## config.mk

```make
export PLATFORM = sky130hd
export DESIGN_NAME = polyline_length_weighted_centroid_core
export DESIGN_NICKNAME = d
export VERILOG_FILES = /design/src/design/plwc_pkg.sv /design/src/design/polyline_length_weighted_centroid_core.sv /design/src/design/plwc_edge.sv /design/src/design/plwc_div.sv
export SDC_FILE = /design/constraint.sdc
export NUM_CORES = 2
export LEC_CHECK = 0
export BUFFER_PORTS_ARGS = -buffer_cell sky130_fd_sc_hd__buf_2
export CAP_MARGIN = 20
export CORE_MARGIN = 3
export CORE_UTILIZATION = 62
export CTS_BUF_LIST = sky130_fd_sc_hd__clkbuf_4
export CTS_CLUSTER_SIZE = 28
export DETAILED_ROUTE_END_ITERATION = 10
export PLACE_DENSITY_LB_ADDON = 0.25
export REMOVE_ABC_BUFFERS = 1
export SETUP_SLACK_MARGIN = 0.3
export SYNTH_ARGS = -nofsm -noshare
export SYNTH_HDL_FRONTEND = slang
export SYNTH_HIERARCHICAL = 1
export SYNTH_SLANG_ARGS = --single-unit
export TNS_END_PERCENT = 20
```

## constraint.sdc

```tcl
create_clock -name aclk -period 23.2 [get_ports aclk]
set_input_delay 1.16 -clock aclk [delete_from_list [all_inputs] [get_ports aclk]]
set_output_delay 1.16 -clock aclk [all_outputs]
set_load 0.05 [all_outputs]
```

## src/design/plwc_pkg.sv

```systemverilog
// shared widths, constants and word types of the polyline length-weighted centroid core
package plwc_pkg;

    // coordinate and difference widths
    localparam int COORD_W = 16;
    localparam int DIFF_W  = COORD_W + 1;

    // serial steps done in each cycle by every iterative unit
    localparam int STEPS_PER_CYCLE = 2;

    // shift-add multiplier lanes: 16-bit multiplicand, multiplier padded to 18 bits
    localparam int MAG_W   = COORD_W;
    localparam int MULB_W  = 18;
    localparam int PROD_W  = MAG_W + MULB_W;
    localparam int WPROD_W = PROD_W + 1;

    // square root: radicand padded to an even number of root digits
    localparam int LEN_W  = 17;
    localparam int ROOT_W = 18;
    localparam int RAD_W  = 2 * ROOT_W;
    localparam int REM_W  = ROOT_W + 3;

    // accumulators and divider
    localparam int ACC_W = 64;
    localparam int TOT_W = 32;
    localparam int QUO_W = COORD_W + 1;

    // cycle counts of the serial units
    localparam int MUL_CYCLES  = MULB_W / STEPS_PER_CYCLE;
    localparam int ROOT_CYCLES = ROOT_W / STEPS_PER_CYCLE;
    localparam int DIV_CYCLES  = ACC_W / STEPS_PER_CYCLE;
    localparam int EDGE_CNT_W  = $clog2((MUL_CYCLES > ROOT_CYCLES) ? MUL_CYCLES : ROOT_CYCLES);
    localparam int DIV_CNT_W   = $clog2(DIV_CYCLES);

    // saturation limits of a centroid coordinate
    localparam logic [COORD_W-1:0] CENTER_MAX = {1'b0, {(COORD_W-1){1'b1}}};
    localparam logic [COORD_W-1:0] CENTER_MIN = {1'b1, {(COORD_W-1){1'b0}}};
    localparam logic [QUO_W-1:0]   POS_LIMIT  = QUO_W'(2 ** (COORD_W - 1) - 1);
    localparam logic [QUO_W-1:0]   NEG_LIMIT  = QUO_W'(2 ** (COORD_W - 1));

    // input word: one vertex
    typedef struct packed {
        logic signed [COORD_W-1:0] point_x;
        logic signed [COORD_W-1:0] point_y;
        logic                      last_point;
    } plwc_in_t;

    // output word: one centroid
    typedef struct packed {
        logic signed [COORD_W-1:0] center_x;
        logic signed [COORD_W-1:0] center_y;
    } plwc_out_t;

    // edge unit request: endpoints a and b
    typedef struct packed {
        logic [COORD_W-1:0] ax;
        logic [COORD_W-1:0] ay;
        logic [COORD_W-1:0] bx;
        logic [COORD_W-1:0] by;
    } plwc_edge_req_t;

    // edge unit status and result
    typedef struct packed {
        logic               busy;
        logic               done;
        logic [LEN_W-1:0]   len;
        logic [WPROD_W-1:0] prod_x;
        logic [WPROD_W-1:0] prod_y;
    } plwc_edge_res_t;

endpackage

```

## src/design/polyline_length_weighted_centroid_core.sv

```systemverilog
// top level: vertex sequencing, weighted sums, total length and centroid output
// a vertex that is not the last of its polygon runs through the serial edge unit
// (take the word, squares, sum, square root, products, accumulate); a first vertex is
// only stored; a last vertex adds the closing edge when it differs from the first,
// then the start of the two 64-by-32 dividers, the division and the output register load
// reset is synchronous, clears control state and the held centroid
module polyline_length_weighted_centroid_core import plwc_pkg::*; (
    input  logic      aclk,
    input  logic      aresetn,
    input  logic      s_valid,
    output logic      s_ready,
    input  plwc_in_t  s_data,
    output logic      m_valid,
    input  logic      m_ready,
    output plwc_out_t m_data
);

    typedef enum logic [4:0] {
        T_IDLE  = 5'b00001,
        T_EDGE  = 5'b00010,
        T_CLOSE = 5'b00100,
        T_FIN   = 5'b01000,
        T_DIV   = 5'b10000
    } t_state_t;

    t_state_t           state_reg, state_next;
    logic [COORD_W-1:0] first_x_reg, first_x_next, first_y_reg, first_y_next;
    logic [COORD_W-1:0] prev_x_reg, prev_x_next, prev_y_reg, prev_y_next;
    logic [ACC_W-1:0]   sum_x_reg, sum_x_next, sum_y_reg, sum_y_next;
    logic [TOT_W-1:0]   total_reg, total_next;
    logic               awaiting_reg, awaiting_next;
    logic               last_reg, last_next;
    logic [COORD_W-1:0] held_x_reg, held_x_next, held_y_reg, held_y_next;
    logic               m_valid_reg, m_valid_next;
    plwc_out_t          m_data_reg, m_data_next;

    plwc_edge_req_t     edge_req;
    plwc_edge_res_t     edge_res;
    logic               edge_start;
    logic               div_start;
    logic               div_busy_x, div_busy_y;
    logic [COORD_W-1:0] quo_x, quo_y;
    logic [ACC_W-1:0]   acc_x, acc_y;
    logic [TOT_W:0]     tot_sum;
    logic [TOT_W-1:0]   tot_new;
    logic               closing_needed;
    logic [COORD_W-1:0] cx, cy;

    // edge request: previous to incoming vertex, or first to last for the closing edge
    always_comb begin
        if (state_reg == T_IDLE) begin
            edge_req.ax = prev_x_reg;
            edge_req.ay = prev_y_reg;
            edge_req.bx = s_data.point_x;
            edge_req.by = s_data.point_y;
        end else begin
            edge_req.ax = first_x_reg;
            edge_req.ay = first_y_reg;
            edge_req.bx = prev_x_reg;
            edge_req.by = prev_y_reg;
        end
    end

    plwc_edge u_edge (
        .aclk    (aclk),
        .aresetn (aresetn),
        .start   (edge_start),
        .req     (edge_req),
        .res     (edge_res)
    );

    plwc_div u_div_x (
        .aclk     (aclk),
        .aresetn  (aresetn),
        .start    (div_start),
        .dividend (sum_x_reg),
        .divisor  (total_reg),
        .busy     (div_busy_x),
        .quotient (quo_x)
    );

    plwc_div u_div_y (
        .aclk     (aclk),
        .aresetn  (aresetn),
        .start    (div_start),
        .dividend (sum_y_reg),
        .divisor  (total_reg),
        .busy     (div_busy_y),
        .quotient (quo_y)
    );

    // accumulate one edge: wrapping sums, saturating total
    always_comb begin
        acc_x   = sum_x_reg + {{(ACC_W-WPROD_W){edge_res.prod_x[WPROD_W-1]}}, edge_res.prod_x};
        acc_y   = sum_y_reg + {{(ACC_W-WPROD_W){edge_res.prod_y[WPROD_W-1]}}, edge_res.prod_y};
        tot_sum = {1'b0, total_reg} + (TOT_W+1)'(edge_res.len);
        tot_new = tot_sum[TOT_W] ? {TOT_W{1'b1}} : tot_sum[TOT_W-1:0];
    end

    // closing edge only when the last vertex differs from the first
    assign closing_needed = (first_x_reg != prev_x_reg) || (first_y_reg != prev_y_reg);

    // centroid with zero sum or zero total keeping the held value
    always_comb begin
        cx = ((sum_x_reg == '0) || (total_reg == '0)) ? held_x_reg : quo_x;
        cy = ((sum_y_reg == '0) || (total_reg == '0)) ? held_y_reg : quo_y;
    end

    // main sequencer
    always_comb begin
        state_next    = state_reg;
        first_x_next  = first_x_reg;
        first_y_next  = first_y_reg;
        prev_x_next   = prev_x_reg;
        prev_y_next   = prev_y_reg;
        sum_x_next    = sum_x_reg;
        sum_y_next    = sum_y_reg;
        total_next    = total_reg;
        awaiting_next = awaiting_reg;
        last_next     = last_reg;
        held_x_next   = held_x_reg;
        held_y_next   = held_y_reg;
        m_valid_next  = m_valid_reg;
        m_data_next   = m_data_reg;
        edge_start    = 1'b0;
        div_start     = 1'b0;
        if (m_ready) begin
            m_valid_next = 1'b0;
        end
        unique case (state_reg)
            T_IDLE: begin
                if (s_valid) begin
                    prev_x_next = s_data.point_x;
                    prev_y_next = s_data.point_y;
                    last_next   = s_data.last_point;
                    if (awaiting_reg) begin
                        first_x_next  = s_data.point_x;
                        first_y_next  = s_data.point_y;
                        sum_x_next    = '0;
                        sum_y_next    = '0;
                        total_next    = '0;
                        awaiting_next = 1'b0;
                        state_next    = s_data.last_point ? T_FIN : T_IDLE;
                    end else begin
                        edge_start = 1'b1;
                        state_next = T_EDGE;
                    end
                end
            end
            T_EDGE: begin
                if (edge_res.done) begin
                    sum_x_next = acc_x;
                    sum_y_next = acc_y;
                    total_next = tot_new;
                    if (!last_reg) begin
                        state_next = T_IDLE;
                    end else if (closing_needed) begin
                        edge_start = 1'b1;
                        state_next = T_CLOSE;
                    end else begin
                        state_next = T_FIN;
                    end
                end
            end
            T_CLOSE: begin
                if (edge_res.done) begin
                    sum_x_next = acc_x;
                    sum_y_next = acc_y;
                    total_next = tot_new;
                    state_next = T_FIN;
                end
            end
            T_FIN: begin
                div_start  = 1'b1;
                state_next = T_DIV;
            end
            T_DIV: begin
                if (!div_busy_x && !div_busy_y && (!m_valid_reg || m_ready)) begin
                    held_x_next          = cx;
                    held_y_next          = cy;
                    m_data_next.center_x = cx;
                    m_data_next.center_y = cy;
                    m_valid_next         = 1'b1;
                    awaiting_next        = 1'b1;
                    state_next           = T_IDLE;
                end
            end
            default: begin
                state_next = T_IDLE;
            end
        endcase
    end

    // control registers and held centroid
    always_ff @(posedge aclk) begin
        if (!aresetn) begin
            state_reg    <= T_IDLE;
            awaiting_reg <= 1'b1;
            m_valid_reg  <= 1'b0;
            held_x_reg   <= '0;
            held_y_reg   <= '0;
        end else begin
            state_reg    <= state_next;
            awaiting_reg <= awaiting_next;
            m_valid_reg  <= m_valid_next;
            held_x_reg   <= held_x_next;
            held_y_reg   <= held_y_next;
        end
    end

    // datapath registers
    always_ff @(posedge aclk) begin
        first_x_reg <= first_x_next;
        first_y_reg <= first_y_next;
        prev_x_reg  <= prev_x_next;
        prev_y_reg  <= prev_y_next;
        sum_x_reg   <= sum_x_next;
        sum_y_reg   <= sum_y_next;
        total_reg   <= total_next;
        last_reg    <= last_next;
        m_data_reg  <= m_data_next;
    end

    // ports
    assign s_ready = (state_reg == T_IDLE);
    assign m_valid = m_valid_reg;
    assign m_data  = m_data_reg;

`ifndef NO_ASSERTIONS
    // an edge is only started when the sequencer goes on to wait for it
    a_edge_start: assert property (@(posedge aclk) disable iff (!aresetn)
        edge_start |=> (state_reg == T_EDGE || state_reg == T_CLOSE))
        else $error("edge started without a waiting state");

    // both dividers run after a start
    a_div_start: assert property (@(posedge aclk) disable iff (!aresetn)
        div_start |=> (div_busy_x && div_busy_y))
        else $error("divider not busy after start");

    // a new result appears only out of the division wait
    a_out_src: assert property (@(posedge aclk) disable iff (!aresetn)
        $rose(m_valid_reg) |-> $past(state_reg == T_DIV))
        else $error("result word loaded outside division wait");

    // taking a word implies the serial units are free
    a_units_free: assert property (@(posedge aclk) disable iff (!aresetn)
        s_ready |-> (!edge_res.busy && !div_busy_x && !div_busy_y))
        else $error("input ready while a serial unit is busy");
`endif

endmodule

```

## src/design/plwc_edge.sv

```systemverilog
// edge unit: serial squares, digit-by-digit square root and length-times-midpoint products
module plwc_edge import plwc_pkg::*; (
    input  logic           aclk,
    input  logic           aresetn,
    input  logic           start,
    input  plwc_edge_req_t req,
    output plwc_edge_res_t res
);

    typedef enum logic [5:0] {
        E_IDLE = 6'b000001,
        E_SQ   = 6'b000010,
        E_SUM  = 6'b000100,
        E_ROOT = 6'b001000,
        E_MUL  = 6'b010000,
        E_DONE = 6'b100000
    } e_state_t;

    e_state_t              state_reg, state_next;
    logic [EDGE_CNT_W-1:0] cnt_reg, cnt_next;
    logic [MAG_W-1:0]      a_x_reg, a_x_next, a_y_reg, a_y_next;
    logic [PROD_W-1:0]     p_x_reg, p_x_next, p_y_reg, p_y_next;
    logic [MAG_W-1:0]      mid_x_reg, mid_x_next, mid_y_reg, mid_y_next;
    logic                  neg_x_reg, neg_x_next, neg_y_reg, neg_y_next;
    logic [RAD_W-1:0]      rad_reg, rad_next;
    logic [REM_W-1:0]      rem_reg, rem_next;
    logic [ROOT_W-1:0]     root_reg, root_next;
    logic [LEN_W-1:0]      len_reg, len_next;

    logic [DIFF_W-1:0]     dx, dy, adx, ady, sx, sy, sx_adj, sy_adj;
    logic [MAG_W-1:0]      mx, my, amx, amy;
    logic [RAD_W-1:0]      rad_w;
    logic [REM_W-1:0]      rem_w, rem_sh, trial;
    logic [ROOT_W-1:0]     root_w;
    logic [WPROD_W-1:0]    px_ext, py_ext;

    // a few shift-add steps: multiplier bits leave at the bottom, product fills in
    function automatic logic [PROD_W-1:0] mul_step(input logic [PROD_W-1:0] p,
                                                    input logic [MAG_W-1:0]  a);
        logic [PROD_W-1:0] r;
        logic [MAG_W:0]    hi;
        r = p;
        for (int i = 0; i < STEPS_PER_CYCLE; i++) begin
            hi = {1'b0, r[PROD_W-1:MULB_W]} + (r[0] ? {1'b0, a} : {(MAG_W+1){1'b0}});
            r  = {hi, r[MULB_W-1:1]};
        end
        return r;
    endfunction

    // differences and truncated midpoints of the requested edge
    always_comb begin
        dx     = {req.bx[COORD_W-1], req.bx} - {req.ax[COORD_W-1], req.ax};
        dy     = {req.by[COORD_W-1], req.by} - {req.ay[COORD_W-1], req.ay};
        adx    = dx[DIFF_W-1] ? (~dx + DIFF_W'(1)) : dx;
        ady    = dy[DIFF_W-1] ? (~dy + DIFF_W'(1)) : dy;
        sx     = {req.bx[COORD_W-1], req.bx} + {req.ax[COORD_W-1], req.ax};
        sy     = {req.by[COORD_W-1], req.by} + {req.ay[COORD_W-1], req.ay};
        sx_adj = sx + DIFF_W'(sx[DIFF_W-1]);
        sy_adj = sy + DIFF_W'(sy[DIFF_W-1]);
        mx     = sx_adj[DIFF_W-1:1];
        my     = sy_adj[DIFF_W-1:1];
        amx    = mx[MAG_W-1] ? (~mx + MAG_W'(1)) : mx;
        amy    = my[MAG_W-1] ? (~my + MAG_W'(1)) : my;
    end

    // square root digits for this cycle
    always_comb begin
        rad_w  = rad_reg;
        rem_w  = rem_reg;
        root_w = root_reg;
        rem_sh = '0;
        trial  = '0;
        for (int i = 0; i < STEPS_PER_CYCLE; i++) begin
            rem_sh = {rem_w[REM_W-3:0], rad_w[RAD_W-1 -: 2]};
            rad_w  = {rad_w[RAD_W-3:0], 2'b00};
            trial  = REM_W'({root_w, 2'b01});
            if (rem_sh >= trial) begin
                rem_w  = rem_sh - trial;
                root_w = {root_w[ROOT_W-2:0], 1'b1};
            end else begin
                rem_w  = rem_sh;
                root_w = {root_w[ROOT_W-2:0], 1'b0};
            end
        end
    end

    // sequencer: squares, sum, root, products
    always_comb begin
        state_next = state_reg;
        cnt_next   = cnt_reg;
        a_x_next   = a_x_reg;
        a_y_next   = a_y_reg;
        p_x_next   = p_x_reg;
        p_y_next   = p_y_reg;
        mid_x_next = mid_x_reg;
        mid_y_next = mid_y_reg;
        neg_x_next = neg_x_reg;
        neg_y_next = neg_y_reg;
        rad_next   = rad_reg;
        rem_next   = rem_reg;
        root_next  = root_reg;
        len_next   = len_reg;
        unique case (state_reg) inside
            E_IDLE, E_DONE: begin
                state_next = E_IDLE;
                if (start) begin
                    a_x_next   = adx[MAG_W-1:0];
                    a_y_next   = ady[MAG_W-1:0];
                    p_x_next   = PROD_W'(adx[MAG_W-1:0]);
                    p_y_next   = PROD_W'(ady[MAG_W-1:0]);
                    mid_x_next = amx;
                    mid_y_next = amy;
                    neg_x_next = mx[MAG_W-1];
                    neg_y_next = my[MAG_W-1];
                    cnt_next   = '0;
                    state_next = E_SQ;
                end
            end
            E_SQ: begin
                p_x_next = mul_step(p_x_reg, a_x_reg);
                p_y_next = mul_step(p_y_reg, a_y_reg);
                cnt_next = cnt_reg + EDGE_CNT_W'(1);
                if (cnt_reg == EDGE_CNT_W'(MUL_CYCLES - 1)) begin
                    cnt_next   = '0;
                    state_next = E_SUM;
                end
            end
            E_SUM: begin
                rad_next   = RAD_W'(p_x_reg) + RAD_W'(p_y_reg);
                rem_next   = '0;
                root_next  = '0;
                state_next = E_ROOT;
            end
            E_ROOT: begin
                rad_next  = rad_w;
                rem_next  = rem_w;
                root_next = root_w;
                cnt_next  = cnt_reg + EDGE_CNT_W'(1);
                if (cnt_reg == EDGE_CNT_W'(ROOT_CYCLES - 1)) begin
                    cnt_next   = '0;
                    len_next   = root_w[LEN_W-1:0];
                    a_x_next   = mid_x_reg;
                    a_y_next   = mid_y_reg;
                    p_x_next   = PROD_W'(root_w);
                    p_y_next   = PROD_W'(root_w);
                    state_next = E_MUL;
                end
            end
            E_MUL: begin
                p_x_next = mul_step(p_x_reg, a_x_reg);
                p_y_next = mul_step(p_y_reg, a_y_reg);
                cnt_next = cnt_reg + EDGE_CNT_W'(1);
                if (cnt_reg == EDGE_CNT_W'(MUL_CYCLES - 1)) begin
                    cnt_next   = '0;
                    state_next = E_DONE;
                end
            end
            default: begin
                state_next = E_IDLE;
            end
        endcase
    end

    // control registers
    always_ff @(posedge aclk) begin
        if (!aresetn) begin
            state_reg <= E_IDLE;
            cnt_reg   <= '0;
        end else begin
            state_reg <= state_next;
            cnt_reg   <= cnt_next;
        end
    end

    // datapath registers
    always_ff @(posedge aclk) begin
        a_x_reg   <= a_x_next;
        a_y_reg   <= a_y_next;
        p_x_reg   <= p_x_next;
        p_y_reg   <= p_y_next;
        mid_x_reg <= mid_x_next;
        mid_y_reg <= mid_y_next;
        neg_x_reg <= neg_x_next;
        neg_y_reg <= neg_y_next;
        rad_reg   <= rad_next;
        rem_reg   <= rem_next;
        root_reg  <= root_next;
        len_reg   <= len_next;
    end

    // signed products and status
    always_comb begin
        px_ext     = {1'b0, p_x_reg};
        py_ext     = {1'b0, p_y_reg};
        res.busy   = (state_reg != E_IDLE);
        res.done   = (state_reg == E_DONE);
        res.len    = len_reg;
        res.prod_x = neg_x_reg ? (~px_ext + WPROD_W'(1)) : px_ext;
        res.prod_y = neg_y_reg ? (~py_ext + WPROD_W'(1)) : py_ext;
    end

endmodule

```

## src/design/plwc_div.sv

```systemverilog
// serial signed-by-unsigned divider with saturation to a 16-bit coordinate
module plwc_div import plwc_pkg::*; (
    input  logic               aclk,
    input  logic               aresetn,
    input  logic               start,
    input  logic [ACC_W-1:0]   dividend,
    input  logic [TOT_W-1:0]   divisor,
    output logic               busy,
    output logic [COORD_W-1:0] quotient
);

    logic                 busy_reg, busy_next;
    logic [DIV_CNT_W-1:0] cnt_reg, cnt_next;
    logic [ACC_W-1:0]     dsr_reg, dsr_next;
    logic [TOT_W-1:0]     rem_reg, rem_next;
    logic [TOT_W-1:0]     dvs_reg, dvs_next;
    logic [QUO_W-1:0]     q_reg, q_next;
    logic                 ovf_reg, ovf_next;
    logic                 neg_reg, neg_next;

    logic [ACC_W-1:0]     dsr_w;
    logic [TOT_W-1:0]     rem_w;
    logic [TOT_W:0]       rem_sh;
    logic [QUO_W-1:0]     q_w;
    logic                 ovf_w;
    logic                 over;
    logic [QUO_W-1:0]     q_neg;

    // restoring division, a few quotient bits per cycle
    always_comb begin
        dsr_w  = dsr_reg;
        rem_w  = rem_reg;
        q_w    = q_reg;
        ovf_w  = ovf_reg;
        rem_sh = '0;
        for (int i = 0; i < STEPS_PER_CYCLE; i++) begin
            rem_sh = {rem_w, dsr_w[ACC_W-1]};
            dsr_w  = {dsr_w[ACC_W-2:0], 1'b0};
            ovf_w  = ovf_w | q_w[QUO_W-1];
            if (rem_sh >= {1'b0, dvs_reg}) begin
                rem_w = TOT_W'(rem_sh - {1'b0, dvs_reg});
                q_w   = {q_w[QUO_W-2:0], 1'b1};
            end else begin
                rem_w = rem_sh[TOT_W-1:0];
                q_w   = {q_w[QUO_W-2:0], 1'b0};
            end
        end
    end

    // load on start, iterate while busy
    always_comb begin
        busy_next = busy_reg;
        cnt_next  = cnt_reg;
        dsr_next  = dsr_reg;
        rem_next  = rem_reg;
        dvs_next  = dvs_reg;
        q_next    = q_reg;
        ovf_next  = ovf_reg;
        neg_next  = neg_reg;
        if (start) begin
            neg_next  = dividend[ACC_W-1];
            dsr_next  = dividend[ACC_W-1] ? (~dividend + ACC_W'(1)) : dividend;
            dvs_next  = divisor;
            rem_next  = '0;
            q_next    = '0;
            ovf_next  = 1'b0;
            cnt_next  = '0;
            busy_next = 1'b1;
        end else if (busy_reg) begin
            dsr_next = dsr_w;
            rem_next = rem_w;
            q_next   = q_w;
            ovf_next = ovf_w;
            cnt_next = cnt_reg + DIV_CNT_W'(1);
            if (cnt_reg == DIV_CNT_W'(DIV_CYCLES - 1)) begin
                busy_next = 1'b0;
            end
        end
    end

    // control registers
    always_ff @(posedge aclk) begin
        if (!aresetn) begin
            busy_reg <= 1'b0;
            cnt_reg  <= '0;
        end else begin
            busy_reg <= busy_next;
            cnt_reg  <= cnt_next;
        end
    end

    // datapath registers
    always_ff @(posedge aclk) begin
        dsr_reg <= dsr_next;
        rem_reg <= rem_next;
        dvs_reg <= dvs_next;
        q_reg   <= q_next;
        ovf_reg <= ovf_next;
        neg_reg <= neg_next;
    end

    // sign and saturation
    always_comb begin
        q_neg = ~q_reg + QUO_W'(1);
        if (neg_reg) begin
            over     = ovf_reg || (q_reg > NEG_LIMIT);
            quotient = over ? CENTER_MIN : q_neg[COORD_W-1:0];
        end else begin
            over     = ovf_reg || (q_reg > POS_LIMIT);
            quotient = over ? CENTER_MAX : q_reg[COORD_W-1:0];
        end
    end

    assign busy = busy_reg;

endmodule
```

# --- Word-level counts from Yosys, hierarchy flattened ---
# Index checks and enable logic that the tools add are counted.
totals:
  register_bits: 804
  input_bits: 37
  out_inout_bits: 34
  wordCells: 269
op_classes:
  addsub: 33
  magnitude_cmp: 10
  eq_ne: 26
  mux: 98
  n_bitwise: 15
  reduce_logical: 41
ops:
  columns: ["operator", "count"]
  rows:
  - ["2-to-1 mux 64 bit", 11]
  - ["2-to-1 mux 16 bit", 18]
  - ["2-to-1 mux 32 bit", 8]
  - ["case mux 64 bit (2 select lines)", 2]
  - ["case mux 34 bit (3 select lines)", 2]
  - ["greater-or-equal comparator 33 x 32 -> 1 bit", 4]
  - ["adder 64 x 1 -> 64 bit, second input constant", 2]
  - ["adder 64 bit", 2]
  - ["logical NOT 64 bit", 2]
  - ["NOT 64 bit", 2]
  - ["subtractor 32 bit", 4]
  - ["2-to-1 mux 34 bit", 3]
  - ["adder 16 x 1 -> 16 bit, second input constant", 6]
  - ["NOT 16 bit", 6]
  - ["case mux 36 bit (2 select lines)", 1]
  - ["adder 35 x 1 -> 35 bit, second input constant", 2]
  - ["2-to-1 mux 35 bit", 2]
  - ["NOT 34 -> 35 bit", 2]
  - ["adder 16 x 17 -> 17 bit", 4]
  - ["case mux 16 bit (2 select lines)", 2]
  - ["case mux 32 bit (2 select lines)", 1]
  - ["greater-or-equal comparator 21 x 20 -> 1 bit", 2]
  - ["2-to-1 mux 19 bit", 2]
  - ["case mux 19 bit (2 select lines)", 1]
  - ["49 further kinds", 132]

# --- Depth between registers and ports, before layout ---
depth:
  depth_word: 8
  mapped_depth: 29
  mapped_depth_nobuf: 24

# --- Cells and area by module ---
# The synthesis kept the hierarchy.
by_module_without_submodules:
  columns: ["mod", "instances", "cells_each", "area_per_inst_um2", "seq_area_each_um2"]
  rows:
  - ["plwc_edge", 1, 2547, 22312.6, 6926.6]
  - ["polyline_length_weighted_centroid_core", 1, 2229, 20586.0, 8498.2]
  - ["plwc_div (u_div_x)", 1, 1305, 11423.5, 4033.9]
  - ["plwc_div (u_div_y)", 1, 1335, 11367.2, 4033.9]

# --- Worst setup path before layout ---
# No wires, ideal clock.
synth_timing:
  path_type: "reg-to-reg"
  startpoint: "reg state_reg[0] (netlist name)"
  endpoint: "reg sum_x_reg[0], enable pin"
  setup_time_ns: 0.733
  arrival_ns: 9.227
  required_ns: 22.467
  path_slack_ns: 13.240
  path_stages_with_launch: 7
  path_buffers: 2
  path_cell_list: "dfxtp_1 > or3_1 > nor3b_1 > nor2_1 > clkbuf_1 > clkbuf_1 > a21oi_1"
synth_lines:
  columns: ["item", "line", "rtl"]
  rows:
  - ["end signal: assignment", "polyline_length_weighted_centroid_core.sv:217", "sum_x_reg <= sum_x_next;"]
  - ["end: declaration", "polyline_length_weighted_centroid_core.sv:29", "logic [ACC_W-1:0] sum_x_reg, sum_x_next, sum_y_reg, sum_y_next;"]

==> results_dict.tcl <==
set metrics [dict create \
    outcome "completed" \
    slew_viol_final 0 \
    cts_made_buffers 223 \
    rows 118 \
    insertion_delay_ns 1.17 \
    track_usage_pct 30.7 \
    fin_crit_sh_pct 33.3 \
    io-pin-count 71 \
    fp.dieW_um 332 \
    post-cts-setup-buffers 0 \
    cp.arrival_ns 8.64 \
    worstHoldStart "s_data[4]" \
    max_freq_ghz 0.129 \
    ys.flop_type "edfxtp_1" \
    multi_input_area_um2 39800 \
    routed_wl_mm 176 \
    worst_setup_path_end_kind "register" \
    grt-ovfl-total 0 \
    grt_pass1_wl_mm 279 \
    final-seq-area_um2 23500 \
    muxShareOfSynthArea_pct 2.62 \
    antenna_found_initial 4 \
    crit_path_max_fanout 68 \
    drt-initial-drc-count 5424 \
    finalWorstSetupSlack_ns 15.47 \
    cts_tree "done" \
    period_needed_ns 7.73 \
    finalClockSkew_ns 0.0700 \
    crit_path_start_kind "register" \
    cp.required_ns 24.10 \
    drive_above_1_share_pct 8.84 \
    routed_via_density 6.30 \
    power.density_nw_per_um2 156 \
    synth-xor-area-share_pct 8.84 \
    wire_per_inst_um 19.5 \
    rsz0062_at_grt "no" \
    max-vdd-ir-drop_v 0.000166 \
    root_buffer "clkbuf_4" \
    synth.cell_area_um2 65700 \
    seq_area_frac_synth_pct 35.8 \
    drcViolationCount 0 \
    crit_top_cell "nand2_1" \
    ant_nets 0 \
    criticalPathCategory "register to register" \
    portBuffers 70 \
    clock_path_buffers 3 \
    grt_max_degree 174 \
    netlist_instances 7416 \
    die-area_um2 110000 \
    ys_types 124 \
    vias 56924 \
    start_util_pct 62.9 \
    synth_enable_flop_cells 675 \
    core_um2 104000 \
    hold_viol_final 0 \
    setup_viol 0 \
    synth_top_family_by_area "compound AO/OA/AOI/OAI gates" \
    crit_chain "or3_1, or3b_2, buf_4, inv_2, buf_4, nand2_1, nand2_1, inv_1, ha_1, or3b_1, a31o_2, o211a_1, o41a_1, o41a_1, nor2_1, ha_1, nand2_1, or4_1, nor4_2, nor3b_2, xor2_1, a41oi_1, xor2_1" \
    ctsResizeCount 0 \
    design_area_um2 70100 \
    hp-class "input port to register" \
    cp-startpoint "state_reg[1]" \
    dieHeight_um 332 \
    setup_tns_ns 0 \
    max-cap-violations 0 \
    fin_nets 8001 \
    layout_commonest_cell "nor2_1" \
    grt_pass1_vias 53512 \
    async_reset_ff_share_pct 0 \
    postCtsHoldBufs 0 \
    synth_simple_gate_area_share_pct 19.2 \
    syn_to_final_growth_pct 6.65 \
    leakage_uw 0.0281 \
    path_buf_inv 4 \
    final_cell_mix "nor2_1 (760), nand2_1 (757), edfxtp_1 (675)" \
    tightestPinTransition_ns 1.23 \
    fill_cells 8560 \
    synthAdderAreaFrac_pct 9.88 \
    h-tree-depth 4 \
    synth_compound_area_share_pct 19.9 \
    hold_ws_ns 0.209 \
    drt_pass1_iterations 9 \
    cpLargestDelayFamily "simple AND/OR/NAND/NOR gates" \
    syn_avg_cell_area_um2 8.86 \
    ys_ff_latch 836 \
    critical-path-max-stage-delay_ns 0.68 \
    dp_hpwl_mm 130 \
    yosys_warnings 6 \
    post-place-ws_ns 15.51 \
    placed_area_um2 67000 \
    reg2reg_from "state_reg[1]" \
    critPathSlowestCell "or4_1" \
    cts.sink_count 836 \
    gp_congestion 0.943 \
    clk_pin_slew_ns 0.08 \
    max_slew_margin_pct 16.9 \
]
[worst paths after layout]
| kind | end | slack (ns) | cells after the start |
|---|---|---|---|
| max | u_edge/mid_y_reg[14] | 15.47 | 23 |
| min | first_y_reg[3] | 0.21 | 1 |
| max reg2reg | u_edge/mid_y_reg[14] | 15.47 | 23 |
| min reg2reg | u_edge/len_reg[12] | 0.44 | 0 |
[where the power goes]
| part | switching (µW) | internal (µW) | leakage [µW] |
|---|---|---|---|
| registers | 366 | 2160 | 0.00773 |
| clock network | 654 | 700 | 0.00176 |
| logic | 4310 | 2720 | 0.0186 |
[Yosys cell counts, types with 28 or more instances]
| master | n | area share [%] |
|---|---|---|
| a21oi_1 | 603 | 4.6 |
| edfxtp_1 | 675 | 31 |
| o21ai_0 | 408 | 3.1 |
| nor2_1 | 763 | 4.4 |
| nor4_1 | 90 | 0.86 |
| o41ai_1 | 35 | 0.47 |
| a211oi_1 | 88 | 1.0 |
| o31ai_1 | 85 | 0.97 |
| dfxtp_1 | 161 | 4.9 |
| or2_2 | 30 | 0.29 |
| nor3_1 | 132 | 1.0 |
| a311oi_1 | 44 | 0.59 |
| and2_1 | 110 | 1.0 |
| mux2_2 | 48 | 0.82 |
| o211ai_1 | 41 | 0.47 |
| and3_1 | 50 | 0.48 |
| a21o_1 | 185 | 2.1 |
| xor2_1 | 301 | 4.0 |
| inv_1 | 327 | 1.9 |
| nand3_1 | 130 | 0.99 |
| o21a_1 | 71 | 0.81 |
| nand2_1 | 758 | 4.3 |
| or4_1 | 37 | 0.42 |
| nor2b_1 | 62 | 0.59 |
| buf_1 | 29 | 0.17 |
| mux2i_1 | 115 | 1.8 |
| xnor2_1 | 354 | 4.7 |
| clkbuf_1 | 242 | 1.4 |
| nand4_1 | 110 | 1.0 |
| nand2b_1 | 89 | 0.85 |
| nor3b_1 | 28 | 0.32 |
| o21ai_1 | 34 | 0.26 |
| o21bai_1 | 73 | 0.83 |
| a31oi_1 | 69 | 0.66 |
| a221o_1 | 28 | 0.43 |
| or3_1 | 87 | 0.83 |
| ha_1 | 493 | 9.4 |
[routing by layer]
metal  vias to the layer above  part of all wire [%]  track usage [%]
li1                      27537                     -                -
met1                     26741                    43             41.4
met2                      2260                    46             49.6
met3                       384                   7.3             4.72
met4                         2                   3.7             12.6
met5                         -                0.0074                0
[per-stage QoR]
step	total power, µW	cells	utilization (%)
after floorplan	7760	7114	-
after global placement	9270	8608	64.2
after detailed placement	9410	8608	64.2
after CTS	10800	9025	67.0
after global routing	11800	9036	67.1
final	10900	9036	67.1
[kinds of logic (layout without fill, tap and decap cells)]
kind of cell / after synthesis / in the layout
DFF: 836 / 836
adders and majority gates: 509 / 509
muxes: 165 / 165
AOI/OAI and AO/OA: 2017 / 2017
buffers and inverters: 634 / 865
xor gates and xnor gates: 658 / 658
and+or+nand+nor: 2597 / 2597
other: 0 / 9
[final cells by class]
cell class | instances | area share [%]
clock buffer | 344 | 3.69
sequential | 836 | 33.5
timing repair buffer | 116 | 1.07
antenna | 9 | 0.0321
inverter | 332 | 1.79
multi-input combinational | 5946 | 56.9
tap | 1380 | 2.46
clock inverter | 73 | 0.559
Note: power is estimated with default switching activity, not from simulation.
